<file path="src/hw/rtl/csf_pkg.sv">
// ----------------------------------------------------------------------------
// csf_pkg
// Shared types, constants and helpers of the case folding substring finder.
// ----------------------------------------------------------------------------
`default_nettype none

package csf_pkg;

    // defaults for the top-level parameters
    localparam int PATTERN_MAX_DEF = 16;
    localparam int OFFSET_BITS_DEF = 32;

    // register file geometry: 64-bit registers at byte address 8*i
    localparam int DATA_W   = 64;
    localparam int ADDR_W   = 5;
    localparam int PAT_SLOTS = 16;
    localparam int LEN_REG_W = 5;
    localparam int RESULT_W = 32;

    typedef enum logic [1:0] {
        REG_PAT_LOW  = 2'd0,
        REG_PAT_HIGH = 2'd1,
        REG_PAT_LEN  = 2'd2,
        REG_FOLD     = 2'd3
    } t_reg_idx;

    localparam logic [7:0] UPPER_FIRST = 8'h41;
    localparam logic [7:0] UPPER_LAST  = 8'h5A;
    localparam logic [7:0] FOLD_DELTA  = 8'h20;

    typedef struct packed {
        logic [DATA_W-1:0]    pat_low;
        logic [DATA_W-1:0]    pat_high;
        logic [LEN_REG_W-1:0] pat_len;
        logic                 fold;
    } t_cfg;

    typedef struct packed {
        logic                found;
        logic [RESULT_W-1:0] offset;
    } t_result;

    function automatic logic [7:0] fold_byte(input logic [7:0] b, input logic en);
        logic [7:0] r;
        r = b;
        if (en && (b >= UPPER_FIRST) && (b <= UPPER_LAST)) begin
            r = b + FOLD_DELTA;
        end
        return r;
    endfunction

endpackage

`default_nettype wire

</file>
<file path="src/hw/rtl/csf_cfg_regs.sv">
// ----------------------------------------------------------------------------
// csf_cfg_regs
// APB-style register file holding the pattern, its length and the fold flag.
// ----------------------------------------------------------------------------
`default_nettype none

module csf_cfg_regs
    import csf_pkg::*;
(
    input  wire logic              i_clk,
    input  wire logic              i_rst_n,
    input  wire logic              psel,
    input  wire logic              penable,
    input  wire logic              pwrite,
    input  wire logic [ADDR_W-1:0] paddr,
    input  wire logic [DATA_W-1:0] pwdata,
    output logic      [DATA_W-1:0] prdata,
    output logic                   pready,
    output t_cfg                   o_cfg
);

    t_cfg     r_cfg;
    t_cfg     n_cfg;
    t_reg_idx w_idx;
    logic     w_wr;

    assign w_idx  = t_reg_idx'(paddr[ADDR_W-1:3]);
    assign w_wr   = psel && penable && pwrite;
    assign pready = 1'b1;
    assign o_cfg  = r_cfg;

    always_comb begin
        n_cfg = r_cfg;
        if (w_wr) begin
            unique case (w_idx)
                REG_PAT_LOW:  n_cfg.pat_low  = pwdata;
                REG_PAT_HIGH: n_cfg.pat_high = pwdata;
                REG_PAT_LEN:  n_cfg.pat_len  = pwdata[LEN_REG_W-1:0];
                REG_FOLD:     n_cfg.fold     = pwdata[0];
                default:      n_cfg = r_cfg;
            endcase
        end
    end

    always_comb begin
        unique case (w_idx)
            REG_PAT_LOW:  prdata = r_cfg.pat_low;
            REG_PAT_HIGH: prdata = r_cfg.pat_high;
            REG_PAT_LEN:  prdata = {{(DATA_W-LEN_REG_W){1'b0}}, r_cfg.pat_len};
            REG_FOLD:     prdata = {{(DATA_W-1){1'b0}}, r_cfg.fold};
            default:      prdata = '0;
        endcase
    end

    always_ff @(posedge i_clk) begin
        if (!i_rst_n) begin
            r_cfg <= '0;
        end else begin
            r_cfg <= n_cfg;
        end
    end

endmodule

`default_nettype wire

</file>
<file path="src/hw/rtl/csf_matcher.sv">
// ----------------------------------------------------------------------------
// csf_matcher
// Byte window, offset counter and parallel window compare against the pattern.
// ----------------------------------------------------------------------------
`default_nettype none

module csf_matcher
    import csf_pkg::*;
#(
    parameter int PATTERN_MAX = PATTERN_MAX_DEF,
    parameter int OFFSET_BITS = OFFSET_BITS_DEF
) (
    input  wire logic       i_clk,
    input  wire logic       i_rst_n,
    input  wire t_cfg       i_cfg,
    input  wire logic       i_accept,
    input  wire logic [7:0] i_text_byte,
    input  wire logic       i_last_byte,
    output logic            o_push,
    output t_result         o_result
);

    localparam int LEN_W = $clog2(PATTERN_MAX + 1);
    localparam int WIN_D = (PATTERN_MAX > 1) ? PATTERN_MAX - 1 : 1;
    localparam int IDX_W = $clog2(PAT_SLOTS);

    logic [7:0]             r_win [WIN_D];
    logic [7:0]             w_view [PATTERN_MAX];
    logic [7:0]             w_pat [PAT_SLOTS];
    logic [7:0]             w_aligned [PATTERN_MAX];
    logic [PATTERN_MAX-1:0] w_eq;
    logic [LEN_W-1:0]       w_len;
    logic [OFFSET_BITS-1:0] r_seen;
    logic [OFFSET_BITS-1:0] n_seen;
    logic [OFFSET_BITS-1:0] w_start;
    logic                   r_matched;
    logic                   n_matched;
    logic                   w_sat;
    logic                   w_enough;
    logic                   w_hit;
    logic                   w_end_miss;

    // length above the window depth saturates
    always_comb begin
        if (i_cfg.pat_len > LEN_REG_W'(PATTERN_MAX)) begin
            w_len = LEN_W'(PATTERN_MAX);
        end else begin
            w_len = LEN_W'(i_cfg.pat_len);
        end
    end

    always_comb begin
        for (int i = 0; i < PAT_SLOTS / 2; i++) begin
            w_pat[i]                 = i_cfg.pat_low[8*i +: 8];
            w_pat[i + PAT_SLOTS / 2] = i_cfg.pat_high[8*i +: 8];
        end
    end

    // newest byte at position 0; pattern reversed so that position k meets
    // pattern byte len-1-k
    always_comb begin
        logic [IDX_W-1:0] idx;
        w_view[0] = i_text_byte;
        for (int k = 1; k < PATTERN_MAX; k++) begin
            w_view[k] = r_win[k-1];
        end
        for (int k = 0; k < PATTERN_MAX; k++) begin
            idx          = IDX_W'(LEN_W'(w_len - LEN_W'(k) - LEN_W'(1)));
            w_aligned[k] = fold_byte(w_pat[idx], i_cfg.fold);
            w_eq[k]      = (LEN_W'(k) >= w_len) ||
                           (fold_byte(w_view[k], i_cfg.fold) == w_aligned[k]);
        end
    end

    assign w_sat    = &r_seen;
    assign w_enough = w_sat ||
                      (({1'b0, r_seen} + (OFFSET_BITS+1)'(1)) >=
                       (OFFSET_BITS+1)'(w_len));
    assign w_hit    = !r_matched && w_enough && (&w_eq);
    assign w_end_miss = i_last_byte && !r_matched && !w_hit;

    always_comb begin
        if (w_len == '0) begin
            w_start = '0;
        end else if (w_sat) begin
            w_start = r_seen;
        end else begin
            w_start = r_seen + OFFSET_BITS'(1) - OFFSET_BITS'(w_len);
        end
    end

    assign o_push          = i_accept && (w_hit || w_end_miss);
    assign o_result.found  = w_hit;
    assign o_result.offset = w_hit ? RESULT_W'(w_start) : '0;

    always_comb begin
        n_seen    = r_seen;
        n_matched = r_matched;
        if (i_accept) begin
            if (i_last_byte) begin
                n_seen    = '0;
                n_matched = 1'b0;
            end else begin
                n_seen    = w_sat ? r_seen : r_seen + OFFSET_BITS'(1);
                n_matched = r_matched || w_hit;
            end
        end
    end

    always_ff @(posedge i_clk) begin
        if (!i_rst_n) begin
            r_seen    <= '0;
            r_matched <= 1'b0;
        end else begin
            r_seen    <= n_seen;
            r_matched <= n_matched;
        end
    end

    // window contents beyond the bytes of the current text are never compared
    always_ff @(posedge i_clk) begin
        if (i_accept) begin
            r_win[0] <= i_text_byte;
            for (int k = 1; k < WIN_D; k++) begin
                r_win[k] <= r_win[k-1];
            end
        end
    end

endmodule

`default_nettype wire

</file>
<file path="src/hw/rtl/csf_out_buf.sv">
// ----------------------------------------------------------------------------
// csf_out_buf
// Result register with a skid slot behind it.
// ----------------------------------------------------------------------------
`default_nettype none

module csf_out_buf
    import csf_pkg::*;
(
    input  wire logic    i_clk,
    input  wire logic    i_rst_n,
    input  wire logic    i_push,
    input  wire t_result i_result,
    output logic         o_full,
    output logic         o_valid,
    input  wire logic    i_stall,
    output t_result      o_result
);

    logic    r_main_valid;
    logic    n_main_valid;
    logic    r_skid_valid;
    logic    n_skid_valid;
    t_result r_main;
    t_result n_main;
    t_result r_skid;
    t_result n_skid;
    logic    w_take;

    assign w_take   = r_main_valid && !i_stall;
    assign o_valid  = r_main_valid;
    assign o_result = r_main;
    assign o_full   = r_skid_valid;

    // a push only comes while the skid slot is empty
    always_comb begin
        n_main       = r_main;
        n_skid       = r_skid;
        n_main_valid = r_main_valid;
        n_skid_valid = r_skid_valid;
        if (w_take || !r_main_valid) begin
            if (r_skid_valid) begin
                n_main       = r_skid;
                n_main_valid = 1'b1;
            end else begin
                n_main       = i_result;
                n_main_valid = i_push;
            end
            n_skid_valid = 1'b0;
        end else if (!r_skid_valid && i_push) begin
            n_skid       = i_result;
            n_skid_valid = 1'b1;
        end
    end

    always_ff @(posedge i_clk) begin
        if (!i_rst_n) begin
            r_main_valid <= 1'b0;
            r_skid_valid <= 1'b0;
        end else begin
            r_main_valid <= n_main_valid;
            r_skid_valid <= n_skid_valid;
        end
    end

    always_ff @(posedge i_clk) begin
        r_main <= n_main;
        r_skid <= n_skid;
    end

endmodule

`default_nettype wire

</file>
<file path="src/hw/rtl/case_folding_substring_finder.sv">
// ----------------------------------------------------------------------------
// case_folding_substring_finder
// Streams text bytes and reports the first match of a configured pattern.
// ----------------------------------------------------------------------------
// Input channel: i_in_valid / o_in_stall carry one text byte per transfer,
// with i_last_byte set on the final byte of a text. Output channel:
// o_out_valid / i_out_stall carry one result per text: o_found set with the
// start offset of the first match, or o_found clear when the text ended
// without one. Bytes are taken one per cycle while o_in_stall is low; the
// window compare against the pattern is a single parallel pass, so throughput
// is one byte per cycle unless stalled. Results are registered in the output
// buffer, which has a result register plus one skid slot; o_in_stall is set
// while both hold results, so a stalled receiver holds up the text only
// after two pending results. The pattern, its length (saturated to
// PATTERN_MAX) and the fold flag are written over the APB-style port at byte
// addresses 0, 8, 16 and 24; the user must write them only while no text is
// in progress, which the block does not enforce. Reset clears registers,
// offset counter and both output slots; bytes can be taken once reset ends.
// ----------------------------------------------------------------------------
`default_nettype none

module case_folding_substring_finder
    import csf_pkg::*;
#(
    parameter int PATTERN_MAX = PATTERN_MAX_DEF,
    parameter int OFFSET_BITS = OFFSET_BITS_DEF
) (
    input  wire logic                i_clk,
    input  wire logic                i_rst_n,
    input  wire logic                psel,
    input  wire logic                penable,
    input  wire logic                pwrite,
    input  wire logic [ADDR_W-1:0]   paddr,
    input  wire logic [DATA_W-1:0]   pwdata,
    output logic      [DATA_W-1:0]   prdata,
    output logic                     pready,
    input  wire logic                i_in_valid,
    output logic                     o_in_stall,
    input  wire logic [7:0]          i_text_byte,
    input  wire logic                i_last_byte,
    output logic                     o_out_valid,
    input  wire logic                i_out_stall,
    output logic                     o_found,
    output logic      [RESULT_W-1:0] o_match_offset
);

    t_cfg    w_cfg;
    t_result w_new;
    t_result w_out;
    logic    w_push;
    logic    w_full;
    logic    w_accept;

    assign w_accept       = i_in_valid && !w_full;
    assign o_in_stall     = w_full;
    assign o_found        = w_out.found;
    assign o_match_offset = w_out.offset;

    csf_cfg_regs u_cfg (
        .i_clk   (i_clk),
        .i_rst_n (i_rst_n),
        .psel    (psel),
        .penable (penable),
        .pwrite  (pwrite),
        .paddr   (paddr),
        .pwdata  (pwdata),
        .prdata  (prdata),
        .pready  (pready),
        .o_cfg   (w_cfg)
    );

    csf_matcher #(
        .PATTERN_MAX (PATTERN_MAX),
        .OFFSET_BITS (OFFSET_BITS)
    ) u_match (
        .i_clk       (i_clk),
        .i_rst_n     (i_rst_n),
        .i_cfg       (w_cfg),
        .i_accept    (w_accept),
        .i_text_byte (i_text_byte),
        .i_last_byte (i_last_byte),
        .o_push      (w_push),
        .o_result    (w_new)
    );

    csf_out_buf u_out (
        .i_clk    (i_clk),
        .i_rst_n  (i_rst_n),
        .i_push   (w_push),
        .i_result (w_new),
        .o_full   (w_full),
        .o_valid  (o_out_valid),
        .i_stall  (i_out_stall),
        .o_result (w_out)
    );

endmodule

`default_nettype wire
</file>
<file path="config.mk">
export PLATFORM = sky130hd
export DESIGN_NAME = case_folding_substring_finder
export DESIGN_NICKNAME = d
export VERILOG_FILES = /design/src/hw/rtl/csf_pkg.sv /design/src/hw/rtl/csf_cfg_regs.sv /design/src/hw/rtl/csf_matcher.sv /design/src/hw/rtl/csf_out_buf.sv /design/src/hw/rtl/case_folding_substring_finder.sv
export SDC_FILE = /design/constraint.sdc
export NUM_CORES = 1
export LEC_CHECK = 0
export BUFFER_PORTS_ARGS = -buffer_cell sky130_fd_sc_hd__buf_2
export CAP_MARGIN = 0
export CORE_UTILIZATION = 35
export CTS_CLUSTER_SIZE = 40
export DETAILED_ROUTE_END_ITERATION = 8
export PLACE_DENSITY_LB_ADDON = 0.05
export SKIP_CTS_REPAIR_TIMING = 1
export SYNTH_ARGS = -nofsm -noshare
export SYNTH_HDL_FRONTEND = slang
export SYNTH_SLANG_ARGS = --single-unit
export TNS_END_PERCENT = 50
</file>
<file path="constraint.sdc">
create_clock -name i_clk -period 15.6 [get_ports i_clk]
set_clock_uncertainty 0.1 [all_clocks]
set_input_delay 2.34 -clock i_clk [delete_from_list [all_inputs] [get_ports i_clk]]
set_output_delay 2.34 -clock i_clk [all_outputs]
set_load 0.03 [all_outputs]
</file>
==> summary.md <==
| Metric | Value |
|---|---|
| Status | `completed` |
| Initial antenna violation count | `5` |
| Syn-to-layout area delta | `11.3%` |
| Setup TNS | `0 ns` |
| Flops & latches, synth | `355` |
| Grt ovf | `0` |
| Slew @ Worst Pin | `1.31 ns` |
| Clock Latency Late Sink | `0.61 ns` |
| Worst path arrival time | `around 7.8 ns` |
| Tightest hold margin | `0.373 ns` |
| CP required | `between 15 and 20 ns` |
| Post-synthesis cell type count | `roughly 110` |
| Final HPWL DP | `111,000 um` |
| Iter 0 DRT Violations | `3,233` |
| CTS Root Cell | `clkbuf_16` |
| Die ar. | `between 80,000 and 90,000 um^2` |
| H-tree Lvls | `2` |
| Mapped Area | `~31,000 um^2` |
| Post-Syn Nets | `3,674` |
| Std cell rows | `108` |
| DRC | `0` |
| CTS Buffer Depth | `3` |
| Rel. slew slack | `around an eighth` |
| Hold depth | `2` |
| Routed vias | `30,000` |
| Largest net degree at the start of global routing | `86` |
| Share of cells above drive strength 1 | `17.2%` |
| Tot Pwr | `~2.5 mW` |
| Lkg Pwr | `13.1 nW` |
| Fmax | `around 0.13 GHz` |
| Yosys warning total | `0` |
| GRT Resource Usage Total | `around a third` |
| CTS tree | `done` |
| Vias/cell | `6.27` |
| Vias in the first global route | `28,100` |
| NumNets Final | `approximately 3,700` |
| RSZ-0062 raised after global routing | `false` |
| Routability cong. | `~1.0` |
| Drt wl/cell | `30.8 um` |
| Reg2reg path depth | `14` |
| Synthesized instance count | `3,547` |
| Number of synthesized flops with an enable pin | `186` |
| IO Port Bufs | `180` |
| Crit-path max FO | `69` |
| Hold WC Path Type | `reg -> reg` |
| Crit. End Element | `register` |
| Max_cap viols | `0` |
| Router iterations before antenna repair | `6` |
| FFs w/ async S/R, synth | `0%` |
| Reg-to-reg slack, setup | `8.18 ns` |
| Routed WL | `147,000 um` |
| RR Endpoint | `u_out.o_full` |
| WHS Endpoint | `u_cfg.o_cfg[98]` |
| Die Span Y | `300 um` |
| Core region area | `87,300 um^2` |
| VDD IR max | `0.0695 mV` |
| R2r startpoint | `u_cfg.o_cfg[3]` |
| First-pass GRT wire length | `208,000 um` |
| Clock slew at reported path FFs | `0.06 ns` |
| Final hold violation count | `0` |
| I/O pin total | `around 190` |
| Critical path class | `reg -> reg` |
| Final setup violating endpoints | `0` |
| DRT antenna net count | `0` |
| Die Width | `about 300 um` |
| Slew Viols, Final | `0` |
| Crit start category | `register` |
| Tcrit/Tclk final | `47.5%` |
| Number of CTS-inserted buffers | `44` |
| Initial core utilization | `35.6%` |
| Synth Flop Type | `edfxtp_1` |
| Syn Area/Cell | `8.76 um^2` |
| Register area share after synthesis | `a little under 30%` |
| Sinks on the clock net | `between 300 and 400` |
| PD cells | `72.0 nW/um^2` |
| Min Tclk post-route | `7.42 ns` |
| Layout Utilization | `39.6%` |
| Hold_sp | `u_cfg.o_cfg[98]` |
[power by group]
group,switching [mW],total [mW],internal (mW),leakage [nW]
combinational,0.247,0.369,0.121,9.11
sequential,0.0441,1.07,1.02,3.29
clock,0.442,1.06,0.616,0.724
total,0.734,2.49,1.76,13.1
[cell usage in the layout (no fill, tap or decap), types with 26 or more instances in the layout]
cell / instances
and3b_1: 26
dfxtp_1: 166
o31ai_1: 44
a211oi_1: 34
o21ai_0: 80
o22ai_1: 48
nor4_1: 35
nand3_1: 75
nor3_1: 123
buf_2: 179
mux2i_1: 387
xor2_1: 74
a21oi_1: 279
clkbuf_16: 44
mux4_2: 88
nand4_1: 32
inv_1: 39
nand2_1: 483
ha_1: 42
buf_4: 113
or3_1: 32
a21o_1: 30
nor2_1: 276
and3_1: 26
o211ai_1: 26
edfxtp_1: 186
mux2_2: 101
xnor2_1: 119
[cells in the mapped netlist (all sizes together), types with 27 or more instances]
| cell | n | area share, % |
|---|---|---|
| mux2 | 101 | 3.7 |
| nand4 | 33 | 0.68 |
| nand2 | 485 | 5.9 |
| clkbuf | 161 | 2.0 |
| mux2i | 397 | 13 |
| buf | 129 | 2.4 |
| mux4 | 89 | 6.5 |
| o211ai | 27 | 0.67 |
| inv | 42 | 0.52 |
| o31ai | 44 | 1.1 |
| nor3 | 125 | 2.0 |
| nor4 | 39 | 0.81 |
| nor2 | 280 | 3.4 |
| a21o | 30 | 0.72 |
| ha | 42 | 1.7 |
| o21ai | 83 | 1.3 |
| nand3 | 75 | 1.2 |
| xor2 | 74 | 2.1 |
| edfxtp | 186 | 18 |
| o22ai | 48 | 0.97 |
| or3 | 33 | 0.66 |
| a211oi | 36 | 0.89 |
| xnor2 | 125 | 3.6 |
| dfxtp | 169 | 11 |
| a21oi | 279 | 4.5 |
[layout make-up]
cell class | count | area, um^2
Inverter | 45 | 179
Clock buffer | 58 | 1200
Multi-Input combinational cell | 2857 | 20800
Sequential cell | 355 | 8970
Timing Repair Buffer | 292 | 1740
Antenna cell | 1 | 2.50
Clock inverter | 22 | 274
Tap cell | 1155 | 1450
Fill cell | 8859 | 52700
[critical path, stage by stage, from the launching register on]
cell and delay, ns:
dfxtp_2 0.95, buf_4 0.45, nor2b_2 0.55, buf_4 0.45, mux4_2 0.37, o211ai_1 0.83
mux2i_2 0.30, a2111oi_2 0.58, mux2i_1 0.15, o41ai_1 0.71, o2111ai_1 0.25, a211oi_2 0.30
nand4_4 0.23, buf_4 0.41, a311oi_1 0.53
[stage by stage]
stage	worst slack, ns	instance area [um^2]	std cells
after floorplan	7.24	31100	3547
after global routing	7.88	34600	4785
final	8.18	34600	4785
after detailed placement	8.24	33100	4704
after CTS	8.16	34600	4784
after global placement	8.33	33100	4704
[sequential cells by signal, indices dropped and copies added, names as in the netlist]
register,count
u_match.r_matched,1
u_cfg.o_cfg,134
u_match.r_win,120
u_out.r_skid,33
u_out.o_full,1
u_match.r_seen,32
u_out.o_valid,1
u_out.o_result,33
[per-layer routing]
metal  up-vias  GRT usage, %  part of all wire, %
met5         -             0                0.040
met4         8          13.8                  5.0
met3       308          5.68                  8.1
met2      1442          48.9                   44
met1     14900          43.7                   43
li1      13400             -                    -
[logic make-up after synthesis]
| kind of cell | synth area share [%] |
|---|---|
| buffers and inverters | 4.93 |
| muxes | 23.0 |
| and+or+nand+nor | 18.9 |
| DFF | 28.9 |
| xor gates and xnor gates | 6.10 |
| AOI/OAI and AO/OA | 16.5 |
| adders and majority gates | 1.76 |
| other | 0.0121 |
[worst max path at each step]
| stage | cells past startpoint | endpoint | from |
|---|---|---|---|
| after floorplan | 24 | u_out.r_skid[0] | u_cfg.o_cfg[2] |
| after global placement | 15 | u_out.o_full | u_cfg.o_cfg[1] |
| after detailed placement | 15 | u_out.o_full | u_cfg.o_cfg[1] |
| after CTS | 15 | u_out.o_full | u_cfg.o_cfg[1] |
| after global routing | 15 | u_out.o_full | u_cfg.o_cfg[1] |
| final | 14 | u_out.o_full | u_cfg.o_cfg[3] |
Note: power is estimated with default switching activity, not from simulation.
